<file path="src/hdl/cll_pkg.sv">
// Shared types, constants and microcode ROM for the cursor linked list.
`timescale 1ns / 1ps

package cll_pkg;

   localparam int CLL_CAPACITY   = 64;
   localparam int CLL_DATA_WIDTH = 32;

   localparam int OP_W   = 4;
   localparam int WORD_W = 32;
   localparam int REQ_W  = ((OP_W + WORD_W + 7) / 8) * 8;
   localparam int STAT_W = 2;
   localparam int UPC_W  = 5;

   typedef enum logic [OP_W-1:0] {
      OP_START      = 4'd0,
      OP_END        = 4'd1,
      OP_FORWARD    = 4'd2,
      OP_BACKWARD   = 4'd3,
      OP_INS_BEFORE = 4'd4,
      OP_INS_AFTER  = 4'd5,
      OP_GET_BEFORE = 4'd6,
      OP_GET_AFTER  = 4'd7,
      OP_SET_BEFORE = 4'd8,
      OP_SET_AFTER  = 4'd9,
      OP_DEL_BEFORE = 4'd10,
      OP_DEL_AFTER  = 4'd11
   } cll_op_type;

   typedef enum logic [STAT_W-1:0] {
      STAT_OK       = 2'd0,
      STAT_BOUNDARY = 2'd1,
      STAT_FULL     = 2'd2,
      STAT_BAD_OP   = 2'd3
   } cll_status_type;

   typedef enum logic {
      SQ_IDLE,
      SQ_RUN
   } cll_state_type;

   // sequencing of the micro program
   typedef enum logic [1:0] {
      SEQ_NEXT,
      SEQ_BRANCH_AFTER,
      SEQ_DONE,
      SEQ_QUIT
   } cll_seq_type;

   // next_link write port: address <- data
   typedef enum logic [2:0] {
      NW_NONE,
      NW_UNLINK,   // next[prev_rd] <- next_rd
      NW_FREE,     // next[a]       <- free_head
      NW_NEW,      // next[n]       <- cursor
      NW_BEFORE    // next[b]       <- n
   } cll_nw_type;

   // prev_link write port
   typedef enum logic [2:0] {
      PW_NONE,
      PW_INIT,     // prev[end]     <- start
      PW_UNLINK,   // prev[next_rd] <- prev_rd
      PW_NEW,      // prev[n]       <- prev_rd
      PW_AFTER     // prev[cursor]  <- n
   } cll_pw_type;

   typedef enum logic [1:0] {
      VW_NONE,
      VW_BEFORE,   // value[prev_rd] <- word
      VW_AT,       // value[cursor]  <- word
      VW_NEW       // value[n]       <- word
   } cll_vw_type;

   typedef enum logic {
      NR_CUR,
      NR_FREE
   } cll_nr_type;

   typedef enum logic {
      VR_CUR,
      VR_BEFORE
   } cll_vr_type;

   typedef enum logic [2:0] {
      CU_HOLD,
      CU_FIRST,
      CU_END,
      CU_NEXT,
      CU_PREV,
      CU_NEW
   } cll_cu_type;

   typedef struct packed {
      cll_nr_type  nx_rd;
      cll_vr_type  vl_rd;
      cll_nw_type  nx_wr;
      cll_pw_type  pv_wr;
      cll_vw_type  vl_wr;
      cll_cu_type  cur_upd;
      logic        latch_a;
      logic        latch_b;
      logic        pick_n;
      logic        alloc;
      logic        release_node;
      logic        commit_ins;
      logic        load_dout;
      cll_seq_type seq;
      logic [UPC_W-1:0] target;
   } cll_uword_type;

   // micro program entry points
   localparam logic [UPC_W-1:0] UA_INIT  = 5'd0;
   localparam logic [UPC_W-1:0] UA_FIN   = 5'd1;
   localparam logic [UPC_W-1:0] UA_START = 5'd2;
   localparam logic [UPC_W-1:0] UA_END   = 5'd3;
   localparam logic [UPC_W-1:0] UA_FWD   = 5'd4;
   localparam logic [UPC_W-1:0] UA_BWD   = 5'd6;
   localparam logic [UPC_W-1:0] UA_GB    = 5'd8;
   localparam logic [UPC_W-1:0] UA_GA    = 5'd11;
   localparam logic [UPC_W-1:0] UA_SB    = 5'd13;
   localparam logic [UPC_W-1:0] UA_SA    = 5'd15;
   localparam logic [UPC_W-1:0] UA_DB    = 5'd16;
   localparam logic [UPC_W-1:0] UA_UNL   = 5'd18;
   localparam logic [UPC_W-1:0] UA_INS   = 5'd21;
   localparam logic [UPC_W-1:0] UA_INS_A = 5'd24;

   function automatic cll_uword_type cll_urom(input logic [UPC_W-1:0] addr);
      cll_uword_type w;
      w = '{nx_rd: NR_CUR, vl_rd: VR_CUR, nx_wr: NW_NONE, pv_wr: PW_NONE,
            vl_wr: VW_NONE, cur_upd: CU_HOLD, latch_a: 1'b0, latch_b: 1'b0,
            pick_n: 1'b0, alloc: 1'b0, release_node: 1'b0, commit_ins: 1'b0,
            load_dout: 1'b0, seq: SEQ_NEXT, target: UA_INIT};
      case (addr)
         5'd0: begin w.pv_wr = PW_INIT; w.seq = SEQ_QUIT; end
         5'd1: begin w.seq = SEQ_DONE; end
         5'd2: begin w.cur_upd = CU_FIRST; w.seq = SEQ_DONE; end
         5'd3: begin w.cur_upd = CU_END; w.seq = SEQ_DONE; end
         5'd4: begin w.nx_rd = NR_CUR; end
         5'd5: begin w.cur_upd = CU_NEXT; w.seq = SEQ_DONE; end
         5'd6: begin w.seq = SEQ_NEXT; end
         5'd7: begin w.cur_upd = CU_PREV; w.seq = SEQ_DONE; end
         5'd8: begin w.seq = SEQ_NEXT; end
         5'd9: begin w.vl_rd = VR_BEFORE; end
         5'd10: begin w.load_dout = 1'b1; w.seq = SEQ_DONE; end
         5'd11: begin w.vl_rd = VR_CUR; end
         5'd12: begin w.load_dout = 1'b1; w.seq = SEQ_DONE; end
         5'd13: begin w.seq = SEQ_NEXT; end
         5'd14: begin w.vl_wr = VW_BEFORE; w.seq = SEQ_DONE; end
         5'd15: begin w.vl_wr = VW_AT; w.seq = SEQ_DONE; end
         5'd16: begin w.seq = SEQ_NEXT; end
         // step back onto the node before, then fall into the unlink
         5'd17: begin w.cur_upd = CU_PREV; end
         5'd18: begin w.nx_rd = NR_CUR; end
         5'd19: begin
            w.nx_wr = NW_UNLINK; w.pv_wr = PW_UNLINK;
            w.latch_a = 1'b1; w.cur_upd = CU_NEXT;
         end
         5'd20: begin w.nx_wr = NW_FREE; w.release_node = 1'b1; w.seq = SEQ_DONE; end
         5'd21: begin w.nx_rd = NR_FREE; w.pick_n = 1'b1; end
         5'd22: begin
            w.nx_wr = NW_NEW; w.pv_wr = PW_NEW; w.vl_wr = VW_NEW;
            w.latch_b = 1'b1; w.alloc = 1'b1;
            w.seq = SEQ_BRANCH_AFTER; w.target = UA_INS_A;
         end
         5'd23: begin
            w.nx_wr = NW_BEFORE; w.pv_wr = PW_AFTER; w.commit_ins = 1'b1;
            w.seq = SEQ_DONE;
         end
         5'd24: begin
            w.nx_wr = NW_BEFORE; w.pv_wr = PW_AFTER; w.commit_ins = 1'b1;
            w.cur_upd = CU_NEW; w.seq = SEQ_DONE;
         end
         default: begin w.seq = SEQ_DONE; end
      endcase
      return w;
   endfunction

   function automatic cll_status_type cll_status(input logic [OP_W-1:0] op,
         input logic at_s, input logic at_e, input logic full);
      cll_status_type st;
      case (cll_op_type'(op))
         OP_START, OP_END: st = STAT_OK;
         OP_FORWARD, OP_GET_AFTER, OP_SET_AFTER, OP_DEL_AFTER:
            st = at_e ? STAT_BOUNDARY : STAT_OK;
         OP_BACKWARD, OP_GET_BEFORE, OP_SET_BEFORE, OP_DEL_BEFORE:
            st = at_s ? STAT_BOUNDARY : STAT_OK;
         OP_INS_BEFORE, OP_INS_AFTER: st = full ? STAT_FULL : STAT_OK;
         default: st = STAT_BAD_OP;
      endcase
      return st;
   endfunction

   function automatic logic [UPC_W-1:0] cll_entry(input logic [OP_W-1:0] op);
      logic [UPC_W-1:0] a;
      case (cll_op_type'(op))
         OP_START:      a = UA_START;
         OP_END:        a = UA_END;
         OP_FORWARD:    a = UA_FWD;
         OP_BACKWARD:   a = UA_BWD;
         OP_INS_BEFORE: a = UA_INS;
         OP_INS_AFTER:  a = UA_INS;
         OP_GET_BEFORE: a = UA_GB;
         OP_GET_AFTER:  a = UA_GA;
         OP_SET_BEFORE: a = UA_SB;
         OP_SET_AFTER:  a = UA_SA;
         OP_DEL_BEFORE: a = UA_DB;
         OP_DEL_AFTER:  a = UA_UNL;
         default:       a = UA_FIN;
      endcase
      return a;
   endfunction

endpackage

</file>
<file path="src/hdl/cursor_linked_list.sv">
// Cursor linked list: microcoded sequencer over next/prev/value node memories.
// Each accepted request runs the micro program of its op; a rejected request runs only the
// finish step, which loads the result with its status.
// One request at a time: req_tready returns the cycle after the result is loaded, and a
// held result stalls the last micro step.
// Reset: the init micro step links the end sentinel back to the start, then req_tready rises.
`timescale 1ns / 1ps

module cursor_linked_list #(
   parameter int CAPACITY   = cll_pkg::CLL_CAPACITY,
   parameter int DATA_WIDTH = cll_pkg::CLL_DATA_WIDTH,
   localparam int CNT_W     = $clog2(CAPACITY + 1),
   localparam int RSP_W     = ((cll_pkg::WORD_W + cll_pkg::STAT_W + 2 + CNT_W + 7) / 8) * 8
) (
   input  logic                     clock,
   input  logic                     reset,
   input  logic                     req_tvalid,
   output logic                     req_tready,
   input  logic [cll_pkg::REQ_W-1:0] req_tdata,  // op[3:0], data_in[35:4]
   output logic                     rsp_tvalid,
   input  logic                     rsp_tready,
   output logic [RSP_W-1:0]         rsp_tdata    // data_out, status, at_start, at_end, node_count
);

   localparam int SLOTS  = CAPACITY + 2;
   localparam int SLOT_W = $clog2(SLOTS);
   localparam logic [SLOT_W-1:0] START_SLOT = SLOT_W'(CAPACITY);
   localparam logic [SLOT_W-1:0] END_SLOT   = SLOT_W'(CAPACITY + 1);
   localparam logic [CNT_W-1:0]  CAP_CNT    = CNT_W'(CAPACITY);

   // node memories
   logic [SLOT_W-1:0]     nx_mem [SLOTS];
   logic [SLOT_W-1:0]     pv_mem [SLOTS];
   logic [DATA_WIDTH-1:0] vl_mem [SLOTS];

   logic [SLOT_W-1:0]     nx_rd_ff, pv_rd_ff;
   logic [DATA_WIDTH-1:0] vl_rd_ff;

   cll_pkg::cll_state_type state_ff, state_in;
   logic [cll_pkg::UPC_W-1:0] upc_ff, upc_in;

   logic [SLOT_W-1:0] cur_ff, cur_in;
   logic [SLOT_W-1:0] first_ff, first_in;   // mirror of next_link[start]
   logic [SLOT_W-1:0] free_ff, free_in;
   logic [CNT_W-1:0]  hw_ff, hw_in;         // pool slots never handed out start here
   logic [CNT_W-1:0]  cnt_ff, cnt_in;
   logic [SLOT_W-1:0] a_ff, a_in, b_ff, b_in, n_ff, n_in;

   logic [cll_pkg::OP_W-1:0]   op_ff;
   logic [cll_pkg::WORD_W-1:0] word_ff;
   logic [cll_pkg::STAT_W-1:0] status_ff;
   logic [cll_pkg::WORD_W-1:0] dout_ff, dout_in;

   logic             rsp_valid_ff, rsp_valid_in;
   logic [RSP_W-1:0] rsp_data_ff, rsp_data_in;

   cll_pkg::cll_uword_type uw;
   logic accept, stall, go, at_s, at_e, full, recycled;

   logic              nx_we, pv_we, vl_we;
   logic [SLOT_W-1:0] nx_wa, nx_wd, pv_wa, pv_wd, vl_wa, nx_ra, vl_ra;
   logic [DATA_WIDTH-1:0] vl_wd;
   logic [63:0] word_wide, rd_wide;

   assign uw        = cll_pkg::cll_urom(upc_ff);
   assign at_s      = (cur_ff == first_ff);
   assign at_e      = (cur_ff == END_SLOT);
   assign full      = (cnt_ff == CAP_CNT);
   assign recycled  = (hw_ff != cnt_ff);
   assign word_wide = 64'(word_ff);
   assign vl_wd     = word_wide[DATA_WIDTH-1:0];
   assign rd_wide   = 64'(vl_rd_ff);

   // sequencer: next state
   always_comb begin
      state_in = state_ff;
      upc_in   = upc_ff;
      case (state_ff)
         cll_pkg::SQ_IDLE: begin
            if (accept) begin
               state_in = cll_pkg::SQ_RUN;
               upc_in   = (cll_pkg::cll_status(req_tdata[cll_pkg::OP_W-1:0], at_s, at_e, full)
                           == cll_pkg::STAT_OK)
                          ? cll_pkg::cll_entry(req_tdata[cll_pkg::OP_W-1:0]) : cll_pkg::UA_FIN;
            end
         end
         cll_pkg::SQ_RUN: begin
            if (go) begin
               case (uw.seq)
                  cll_pkg::SEQ_NEXT: upc_in = upc_ff + 1'b1;
                  cll_pkg::SEQ_BRANCH_AFTER:
                     upc_in = (op_ff == cll_pkg::OP_INS_AFTER) ? uw.target : upc_ff + 1'b1;
                  cll_pkg::SEQ_DONE, cll_pkg::SEQ_QUIT: state_in = cll_pkg::SQ_IDLE;
                  default: state_in = cll_pkg::SQ_IDLE;
               endcase
            end
         end
         default: state_in = cll_pkg::SQ_IDLE;
      endcase
   end

   // sequencer: outputs
   always_comb begin
      req_tready = 1'b0;
      stall      = 1'b0;
      go         = 1'b0;
      case (state_ff)
         cll_pkg::SQ_IDLE: req_tready = 1'b1;
         cll_pkg::SQ_RUN: begin
            // a finished step waits while the previous result is still held
            stall = (uw.seq == cll_pkg::SEQ_DONE) && rsp_valid_ff && !rsp_tready;
            go    = !stall;
         end
         default: req_tready = 1'b0;
      endcase
   end

   assign accept = req_tvalid && req_tready;

   // memory port selection
   always_comb begin
      nx_we = 1'b0; nx_wa = nx_rd_ff; nx_wd = pv_rd_ff;
      case (uw.nx_wr)
         cll_pkg::NW_UNLINK: begin nx_we = 1'b1; nx_wa = pv_rd_ff; nx_wd = nx_rd_ff; end
         cll_pkg::NW_FREE:   begin nx_we = 1'b1; nx_wa = a_ff;     nx_wd = free_ff;  end
         cll_pkg::NW_NEW:    begin nx_we = 1'b1; nx_wa = n_ff;     nx_wd = cur_ff;   end
         cll_pkg::NW_BEFORE: begin nx_we = 1'b1; nx_wa = b_ff;     nx_wd = n_ff;     end
         default: nx_we = 1'b0;
      endcase
      nx_we = nx_we && go;

      pv_we = 1'b0; pv_wa = END_SLOT; pv_wd = START_SLOT;
      case (uw.pv_wr)
         cll_pkg::PW_INIT:   begin pv_we = 1'b1; pv_wa = END_SLOT; pv_wd = START_SLOT; end
         cll_pkg::PW_UNLINK: begin pv_we = 1'b1; pv_wa = nx_rd_ff; pv_wd = pv_rd_ff; end
         cll_pkg::PW_NEW:    begin pv_we = 1'b1; pv_wa = n_ff;     pv_wd = pv_rd_ff; end
         cll_pkg::PW_AFTER:  begin pv_we = 1'b1; pv_wa = cur_ff;   pv_wd = n_ff;     end
         default: pv_we = 1'b0;
      endcase
      pv_we = pv_we && go;

      vl_we = 1'b0; vl_wa = cur_ff;
      case (uw.vl_wr)
         cll_pkg::VW_BEFORE: begin vl_we = 1'b1; vl_wa = pv_rd_ff; end
         cll_pkg::VW_AT:     begin vl_we = 1'b1; vl_wa = cur_ff;   end
         cll_pkg::VW_NEW:    begin vl_we = 1'b1; vl_wa = n_ff;     end
         default: vl_we = 1'b0;
      endcase
      vl_we = vl_we && go;

      nx_ra = (uw.nx_rd == cll_pkg::NR_FREE) ? free_ff : cur_ff;
      vl_ra = (uw.vl_rd == cll_pkg::VR_BEFORE) ? pv_rd_ff : cur_ff;
   end

   always_ff @(posedge clock) begin
      if (nx_we) nx_mem[nx_wa] <= nx_wd;
      if (pv_we) pv_mem[pv_wa] <= pv_wd;
      if (vl_we) vl_mem[vl_wa] <= vl_wd;
      if (go) begin
         nx_rd_ff <= nx_mem[nx_ra];
         pv_rd_ff <= pv_mem[cur_ff];
         vl_rd_ff <= vl_mem[vl_ra];
      end
   end

   // datapath next values
   always_comb begin
      cur_in   = cur_ff;
      first_in = first_ff;
      free_in  = free_ff;
      hw_in    = hw_ff;
      cnt_in   = cnt_ff;
      a_in     = a_ff;
      b_in     = b_ff;
      n_in     = n_ff;
      dout_in  = dout_ff;
      if (accept) dout_in = '0;
      if (go) begin
         case (uw.cur_upd)
            cll_pkg::CU_FIRST: cur_in = first_ff;
            cll_pkg::CU_END:   cur_in = END_SLOT;
            cll_pkg::CU_NEXT:  cur_in = nx_rd_ff;
            cll_pkg::CU_PREV:  cur_in = pv_rd_ff;
            cll_pkg::CU_NEW:   cur_in = n_ff;
            default:           cur_in = cur_ff;
         endcase
         if (nx_we && nx_wa == START_SLOT) first_in = nx_wd;
         if (uw.latch_a) a_in = cur_ff;
         if (uw.latch_b) b_in = pv_rd_ff;
         if (uw.pick_n) n_in = recycled ? free_ff : SLOT_W'(hw_ff);
         if (uw.alloc) begin
            if (recycled) free_in = nx_rd_ff;
            else          hw_in   = hw_ff + 1'b1;
         end
         if (uw.release_node) begin
            free_in = a_ff;
            cnt_in  = cnt_ff - 1'b1;
         end
         if (uw.commit_ins) cnt_in = cnt_ff + 1'b1;
         if (uw.load_dout) dout_in = rd_wide[cll_pkg::WORD_W-1:0];
      end
   end

   // result register
   always_comb begin
      rsp_valid_in = rsp_valid_ff && !rsp_tready;
      rsp_data_in  = rsp_data_ff;
      if (go && uw.seq == cll_pkg::SEQ_DONE) begin
         rsp_valid_in = 1'b1;
         rsp_data_in  = RSP_W'({cnt_in, (cur_in == END_SLOT), (cur_in == first_in),
                                status_ff, dout_in});
      end
   end

   assign rsp_tvalid = rsp_valid_ff;
   assign rsp_tdata  = rsp_data_ff;

   always_ff @(posedge clock) begin
      if (reset) begin
         state_ff     <= cll_pkg::SQ_RUN;
         upc_ff       <= cll_pkg::UA_INIT;
         cur_ff       <= END_SLOT;
         first_ff     <= END_SLOT;
         free_ff      <= '0;
         hw_ff        <= '0;
         cnt_ff       <= '0;
         rsp_valid_ff <= 1'b0;
      end else begin
         state_ff     <= state_in;
         upc_ff       <= upc_in;
         cur_ff       <= cur_in;
         first_ff     <= first_in;
         free_ff      <= free_in;
         hw_ff        <= hw_in;
         cnt_ff       <= cnt_in;
         rsp_valid_ff <= rsp_valid_in;
      end
   end

   always_ff @(posedge clock) begin
      a_ff        <= a_in;
      b_ff        <= b_in;
      n_ff        <= n_in;
      dout_ff     <= dout_in;
      rsp_data_ff <= rsp_data_in;
      if (accept) begin
         op_ff     <= req_tdata[cll_pkg::OP_W-1:0];
         word_ff   <= req_tdata[cll_pkg::OP_W +: cll_pkg::WORD_W];
         status_ff <= cll_pkg::cll_status(req_tdata[cll_pkg::OP_W-1:0], at_s, at_e, full);
      end
   end

endmodule

</file>
<file path="config.mk">
export PLATFORM = sky130hd
export DESIGN_NAME = cursor_linked_list
export DESIGN_NICKNAME = d
export VERILOG_FILES = /design/src/hdl/cll_pkg.sv /design/src/hdl/cursor_linked_list.sv
export SDC_FILE = /design/constraint.sdc
export NUM_CORES = 2
export LEC_CHECK = 0
export ABC_CLOCK_PERIOD_IN_PS = 5900
export BUFFER_PORTS_ARGS = -buffer_cell sky130_fd_sc_hd__buf_4
export CORE_MARGIN = 8
export CORE_UTILIZATION = 45
export DETAILED_ROUTE_END_ITERATION = 8
export GPL_ROUTABILITY_DRIVEN = 1
export PLACE_DENSITY = 0.59
export SLEW_MARGIN = 25
export SYNTH_ARGS = -nofsm -noshare
export SYNTH_HDL_FRONTEND = slang
export SYNTH_SLANG_ARGS = --single-unit
export TNS_END_PERCENT = 50
</file>
<file path="constraint.sdc">
create_clock -name clock -period 5.9 [get_ports clock]
set_input_delay 0.59 -clock clock [delete_from_list [all_inputs] [get_ports clock]]
set_output_delay 0.59 -clock clock [all_outputs]
set_load 0.02 [all_outputs]
</file>
Word-level counts from Yosys, hierarchy flattened
Memories as Yosys holds them, arrays and structs flattened. A register that Yosys moved wholly into a read port is not among the register bits.
Index checks and enable logic that the tools add are counted.
- register bits after elaboration: 176
- bits in writable memories: 3036
- ROM bits: 80
- input bits: 44
- output and inout port bits: 50
- logic and storage cells: 189
- memories: 4
- add/subtract/negate cells: 4
- equality and inequality tests: 64
- muxes and demuxes: 62
- bitwise logic cells: 2
- reduce and logical (&&, ||, !) cells: 37
- memory list (memory ; words ; bits a word ; rd ports ; clocked after memory_dff ; wr ports ; line ; RTL):
    vl_mem ; 66 ; 32 ; 1 ; 1 ; 1 ; cursor_linked_list.sv:34 ; logic [DATA_WIDTH-1:0] vl_mem [SLOTS];
    nx_mem ; 66 ; 7 ; 1 ; 1 ; 1 ; cursor_linked_list.sv:32 ; logic [SLOT_W-1:0] nx_mem [SLOTS];
    pv_mem ; 66 ; 7 ; 1 ; 1 ; 1 ; cursor_linked_list.sv:33 ; logic [SLOT_W-1:0] pv_mem [SLOTS];
    (no name shown) ; 16 ; 5 ; 1 ; 0 ; 0 ; cll_pkg.sv:196 ; case (cll_op_type'(op))
- operators by type and width (cell ; count):
    two-way mux 32 bit ; 3
    two-way mux 7 bit ; 12
    case mux 7 bit (4 select lines) ; 2
    == test 5 bit, second input constant ; 9
    == test 5 x 4 -> 1 bit, second input constant ; 8
    case mux 7 bit (5 select lines) ; 1
    == test 7 bit, second input constant ; 4
    case mux 7 bit (2 select lines) ; 2
    two-way mux 5 bit ; 5
    two-way mux 1 bit ; 24
    case mux 3 bit (4 select lines) ; 2
    case mux 7 bit (3 select lines) ; 1
    == test 4 x 3 -> 1 bit, second input constant ; 5
    == test 5 x 3 -> 1 bit, second input constant ; 4
    case mux 5 bit (2 select lines) ; 2
    == test 3 x 2 -> 1 bit, second input constant ; 6
    == test 4 bit, second input constant ; 4
    OR reduction 2 bit ; 8
    OR reduction 4 bit ; 4
    case mux 3 bit (5 select lines) ; 1
    adder 7 x 1 -> 7 bit, second input constant ; 2
    == test 7 bit ; 2
    == test 3 bit, second input constant ; 4
    case mux 2 bit (3 select lines) ; 2
    other kinds (26) ; 52

Longest topological paths before layout
- word-level depth: 13
- gate-level depth with buffers: 14
- depth with buffers taken out: 11

Least setup slack after synthesis
Ideal clock, no wire load.
- path kind: register to register
- from: register upc_ff[0] in the netlist's numbering
- to: register rsp_data_ff[34] (netlist: rsp_tdata[34]) (data pin)
- library setup time: 0.170 ns
- arrival: 5.434 ns
- required time: 5.730 ns
- setup slack: 0.296 ns
- stages on the path, launching flop included: 13
- buffers on the path: 2
- period minus slack after synthesis: 5.604 ns
- path through: dfxtp_1 > ha_1 > buf_2 > clkbuf_1 > nor2b_1 > a21oi_1 > nor2_1 > a22oi_1 > o21ai_0 > mux2i_1 > xnor2_1 > o2111ai_1 > nor4_2
- elaborated cells between the ends (all ways): 53
- those cells by class: eq/ne: 31; mux: 11; reduce/logical: 11
- RTL lines (what ; line ; RTL):
    start: declaration ; cursor_linked_list.sv:40 ; logic [cll_pkg::UPC_W-1:0] upc_ff, upc_in;
    start signal: assignment ; cursor_linked_list.sv:221 ; upc_ff <= cll_pkg::UA_INIT;
    start signal: assignment ; cursor_linked_list.sv:230 ; upc_ff <= upc_in;
    == test 5 bit ; cll_pkg.sv:134 ; case (addr)
    OR reduction 2 bit (no source line) ; - ;
    case mux 3 bit (4 select lines) * ; cll_pkg.sv:134 ;
    == test 3 bit, or another cell as far along ; cursor_linked_list.sv:123 ; case (uw.nx_wr)
    case mux 7 bit (4 select lines) * ; cursor_linked_list.sv:123 ;
    net nx_wd[1] ; cursor_linked_list.sv:61 ; logic [SLOT_W-1:0] nx_wa, nx_wd, pv_wa, pv_wd, vl_wa, nx_ra, vl_ra;
    two-way mux 7 bit * ; cursor_linked_list.sv:187 ; if (nx_we && nx_wa == START_SLOT) first_in = nx_wd;
    two-way mux 7 bit * ; cursor_linked_list.sv:178 ; if (go) begin
    == test 7 bit * ; cursor_linked_list.sv:210 ; rsp_data_in = RSP_W'({cnt_in, (cur_in == END_SLOT), (cur_in == first_in),
    end signal: assignment ; cursor_linked_list.sv:245 ; rsp_data_ff <= rsp_data_in;
    end: declaration ; cursor_linked_list.sv:55 ; logic [RSP_W-1:0] rsp_data_ff, rsp_data_in;
The timed path passes the listed nets; every way through them passes the cells marked *.
A chain may end at the register's enable or synchronous reset.

Worst setup path after layout
- from: register upc_ff[0] in the netlist's numbering
- to: register rsp_data_ff[34] (netlist: rsp_tdata[34]) (data pin)
- longest elaborated chain between the ends: 13
- elaborated cells between the ends (all ways): 53
- those cells by class: eq/ne: 31; mux: 11; reduce/logical: 11
- ends and longest elaborated chain (what ; line):
    branches (longest 12 deep; another with case mux 7 bit (4 select lines)) ; -
    == test 7 bit * ; cursor_linked_list.sv:210
Every way passes the cells marked *.

==> impl_results.md <==
- Status: finished clean
- Iteration-0 DRC Markers: 7308
- Reg-to-Reg End: rsp_tdata[34]$_DFFE_PP_
- Setup CP Type: reg -> reg
- Worst VDD drop: roughly 210 uV
- # setup viols final: 0
- Area growth from synthesis to layout: 14.4%
- Ys async rst share: 0
- Num CTS Buffers: 336
- Total global-route track usage: 0.210
- Finished Core Util: 0.516
- H-tree depth: 5
- CTS tree: yes
- Setup Skew: 0.0836 ns
- IO Pins: 94
- Tot Pwr: 50.2 mW
- Multi-input gate area: 28900 um^2
- Die area: 299000 um^2
- Required @ worst endpoint: approximately 6.5 ns
- Cells after Synth: 6478
- Fraction of final layout cells with drive strength greater than 1: 0.243
- Mean Syn Cell Area: between 15 and 20 um^2
- CP delay by family, top: simple AND/OR/NAND/NOR gates
- Crit path top cell by count: a221o_1
- Starting Density: 0.451
- Final Slew Violations: 0
- Worst hold path type: in -> reg
- Cell area after synthesis: 127000 um^2
- CTS max path bufs: 4
- CTS sink cnt: around 3300
- Hold Startpoint: rsp_tready
- Largest area contributor in the netlist: edfxtp_1
- Endpoints failing hold: 0
- Core area: roughly 280000 um^2
- Minimum clock period: 5.28 ns
- Crit path buffers/inverters: 1
- RD Place Congestion: 0.829
- Grt ovf: 0
- Crit path DAT: approximately 6 ns
- Die width: 547 um
- Routed Antenna Nets: 0
- Hold Path End: rsp_tvalid$_SDFF_PP0_
- Vias post-DR: around 65000
- Slowest library cell on the worst path: nor2_1
- Pwr Density: around 350 nW/um^2
- Synth area leaders: edfxtp_1 (75%), mux4_2 (13%), nand2_1 (2.2%), dfxtp_1 (1.2%), a211oi_1 (0.82%)
- CP peak stage delay: between 0.8 and 0.9 ns
- Top FF cell, synth: edfxtp_1
- Final Instance Area: 145000 um^2
- Crit path max fanout: 18
- Leakage: 44.2 nW
- # fillers: 22200
- Tcrit/Tclk final: 0.895
- Relative slew slack: 0.289
- CP Capture Type: flop
- RSZ-0062 raised after global routing: false
- Die Y: about 550 um
- Worst r2r src: upc_ff[0]$_SDFFE_PP0P_
- Yosys warnings: 0
- Seq/Total Area, Yosys: 0.765
- Clk_lat worst skew: 0.87 ns
- Cell depth of the worst flop-to-flop path: 11
- Flops & latches, synth: 3258
- Hold_ws: 0.172 ns
- Final setup TNS: 0 ns
- Ordered cell list for the critical path: inv_1 > ha_1 > nand4b_1 > nor2_1 > a221o_1 > a221o_1 > nor4b_4 > mux2i_1 > xnor2_1 > o2111ai_1 > nor4_2
- Standard-cell rows: 195
- Crit start category: flop
- Max Clock Freq: roughly 190 MHz
- Clk slew on worst S/H paths: ~0.06 ns
- Vias in the first global route: 65400
- WL final: 321 mm
- Nets: approximately 7000
- Tightest Pin Transition: ~1.1 ns
- Largest net degree at the start of global routing: 73
- DPL Wire Length: ~180 mm
- Post-synth EDFFs: 3184
- DRC: 0
- Clk root buf: clkbuf_16
- Port bufs: 84
- Post-synth top area share: 0.753
- First-pass GRT wire length: 465 mm
- Max_cap viols: 0
- Yosys cell types: 89
- Wire per inst: 29.5 um
- Reg area: 97100 um^2
- Hold depth: 3
- Via-per-instance ratio: 5.97
- First-pass iteration count of the detailed router: 7
- Placed Area: about 130000 um^2
- Reg2Reg Setup Slack: between 0.6 and 0.7 ns
- Initial antenna violation count: 9
Yosys cell counts, types with 8 or more instances:
cell type	number
nor3_1	56
xor2_1	12
a311oi_1	115
a2111oi_0	8
edfxtp_1	3184
clkbuf_1	220
xnor2_1	18
mux4_2	743
dfxtp_1	74
and2_1	143
and3_1	29
a211oi_1	138
nor2_1	270
nand2_1	732
o211ai_1	10
nand2b_1	11
buf_1	37
a32oi_1	9
a22oi_1	8
a222oi_1	11
o21ai_0	77
ha_1	11
mux2i_1	26
nand3_1	73
a31oi_1	84
nor2b_1	27
buf_2	98
a221o_1	9
mux2_2	12
nand4_1	12
a21oi_1	36
o22ai_1	39
inv_1	26
sequential cells by signal (all words and copies together) (netlist names), 7 cells and up:
| register | cells |
|---|---|
| a_ff | 7 |
| rsp_tdata | 43 |
| nx_rd_ff | 7 |
| cnt_ff | 7 |
| free_ff | 7 |
| b_ff | 7 |
| pv_mem | 462 |
| nx_mem | 462 |
| hw_ff | 7 |
| dout_ff | 32 |
| vl_rd_ff | 32 |
| cur_ff | 7 |
| vl_mem | 2112 |
| first_ff | 7 |
| pv_rd_ff | 7 |
| vl_wd | 32 |
| n_ff | 7 |
tightest hold or removal path: stages:
cell	delay, ns
buf_4	0.07
nand2b_1	0.21
a21oi_1	0.10
area by class of cell:
type	count	share of cell area
Antenna cell	2	0.0000345
Clock buffer	399	0.0607
Clock inverter	194	0.0132
Inverter	28	0.000733
Multi-Input combinational cell	2831	0.199
Sequential cell	3258	0.669
Tap cell	3743	0.0323
Timing Repair Buffer	402	0.0247
worst max-delay path by stage:
stage	start	endpoint	slack, ns	depth (start not counted)
2_1_floorplan	upc_ff[0]$_SDFFE_PP0P_	rsp_tdata[34]$_DFFE_PP_	0.30	12
3_3_place_gp	upc_ff[0]$_SDFFE_PP0P_	vl_rd_ff[14]$_DFFE_PN_	0.85	12
3_5_place_dp	upc_ff[0]$_SDFFE_PP0P_	rsp_tdata[34]$_DFFE_PP_	0.79	11
4_1_cts	upc_ff[0]$_SDFFE_PP0P_	rsp_tdata[34]$_DFFE_PP_	0.75	11
5_1_grt	upc_ff[0]$_SDFFE_PP0P_	rsp_tdata[34]$_DFFE_PP_	0.41	11
6_report	upc_ff[0]$_SDFFE_PP0P_	rsp_tdata[34]$_DFFE_PP_	0.62	11
power by group:
part	total [mW]	switching, mW	internal [mW]
logic	3.56	2.10	1.46
clock network	20.8	8.77	12.1
registers	25.8	0.165	25.7
what timing repair did:
action	4_1_cts	5_1_grt
hold endpoints to repair	36	0
hold buffers	36	0
resized for setup	0	0
buffers inserted	0	0
cell families after synthesis:
kind of cell	count (synthesis)	synth area share
simple gates	1408	0.0493
mux	782	0.135
fa+ha+maj	12	0.00116
xor+xnor	30	0.00207
compound gates	594	0.0341
other cells	1	0.0000296
buf+inv	393	0.0130
flops	3258	0.765
per-layer routing:
layer | global-route usage | up-vias | share of wire | wire length (um)
met1 | 0.309 | 34600 | 0.43 | 139000
met3 | 0.0368 | 469 | 0.075 | 24100
met5 | 0 | - | 0 | 0
met2 | 0.330 | 2438 | 0.47 | 150000
li1 | - | 27300 | - | -
met4 | 0.0472 | 0 | 0.023 | 7220
placed cells by master (no fill, tap or decap), types with 12 or more instances in the layout:
master and count:
a21oi_1 36, o22ai_1 39, clkbuf_1 53, o21ai_0 71, nor2_1 204, nor2_4 66
nor3_1 55, buf_4 327, and2_1 143, nand2_1 731, clkinv_2 70, nor2b_1 27
and3_1 28, edfxtp_1 3184, mux2i_1 20, bufinv_16 32, nand3_1 72, dlygate4sd3_1 36
dfxtp_1 70, mux4_2 743, inv_1 23, clkinvlp_4 16, buf_12 38, a311oi_1 115
clkinv_1 58, xor2_1 12, a211oi_1 138, nand4_1 12, clkbuf_16 342, xnor2_1 18
a31oi_1 84
per-stage QoR:
step / setup slack, ns / std cells
3_3_place_gp: 0.854 / 10200
4_1_cts: 0.754 / 10900
6_report: 0.622 / 10900
3_5_place_dp: 0.791 / 10200
5_1_grt: 0.414 / 10900
2_1_floorplan: 0.296 / 6482
No activity file was read; power rests on OpenSTA's default activity.
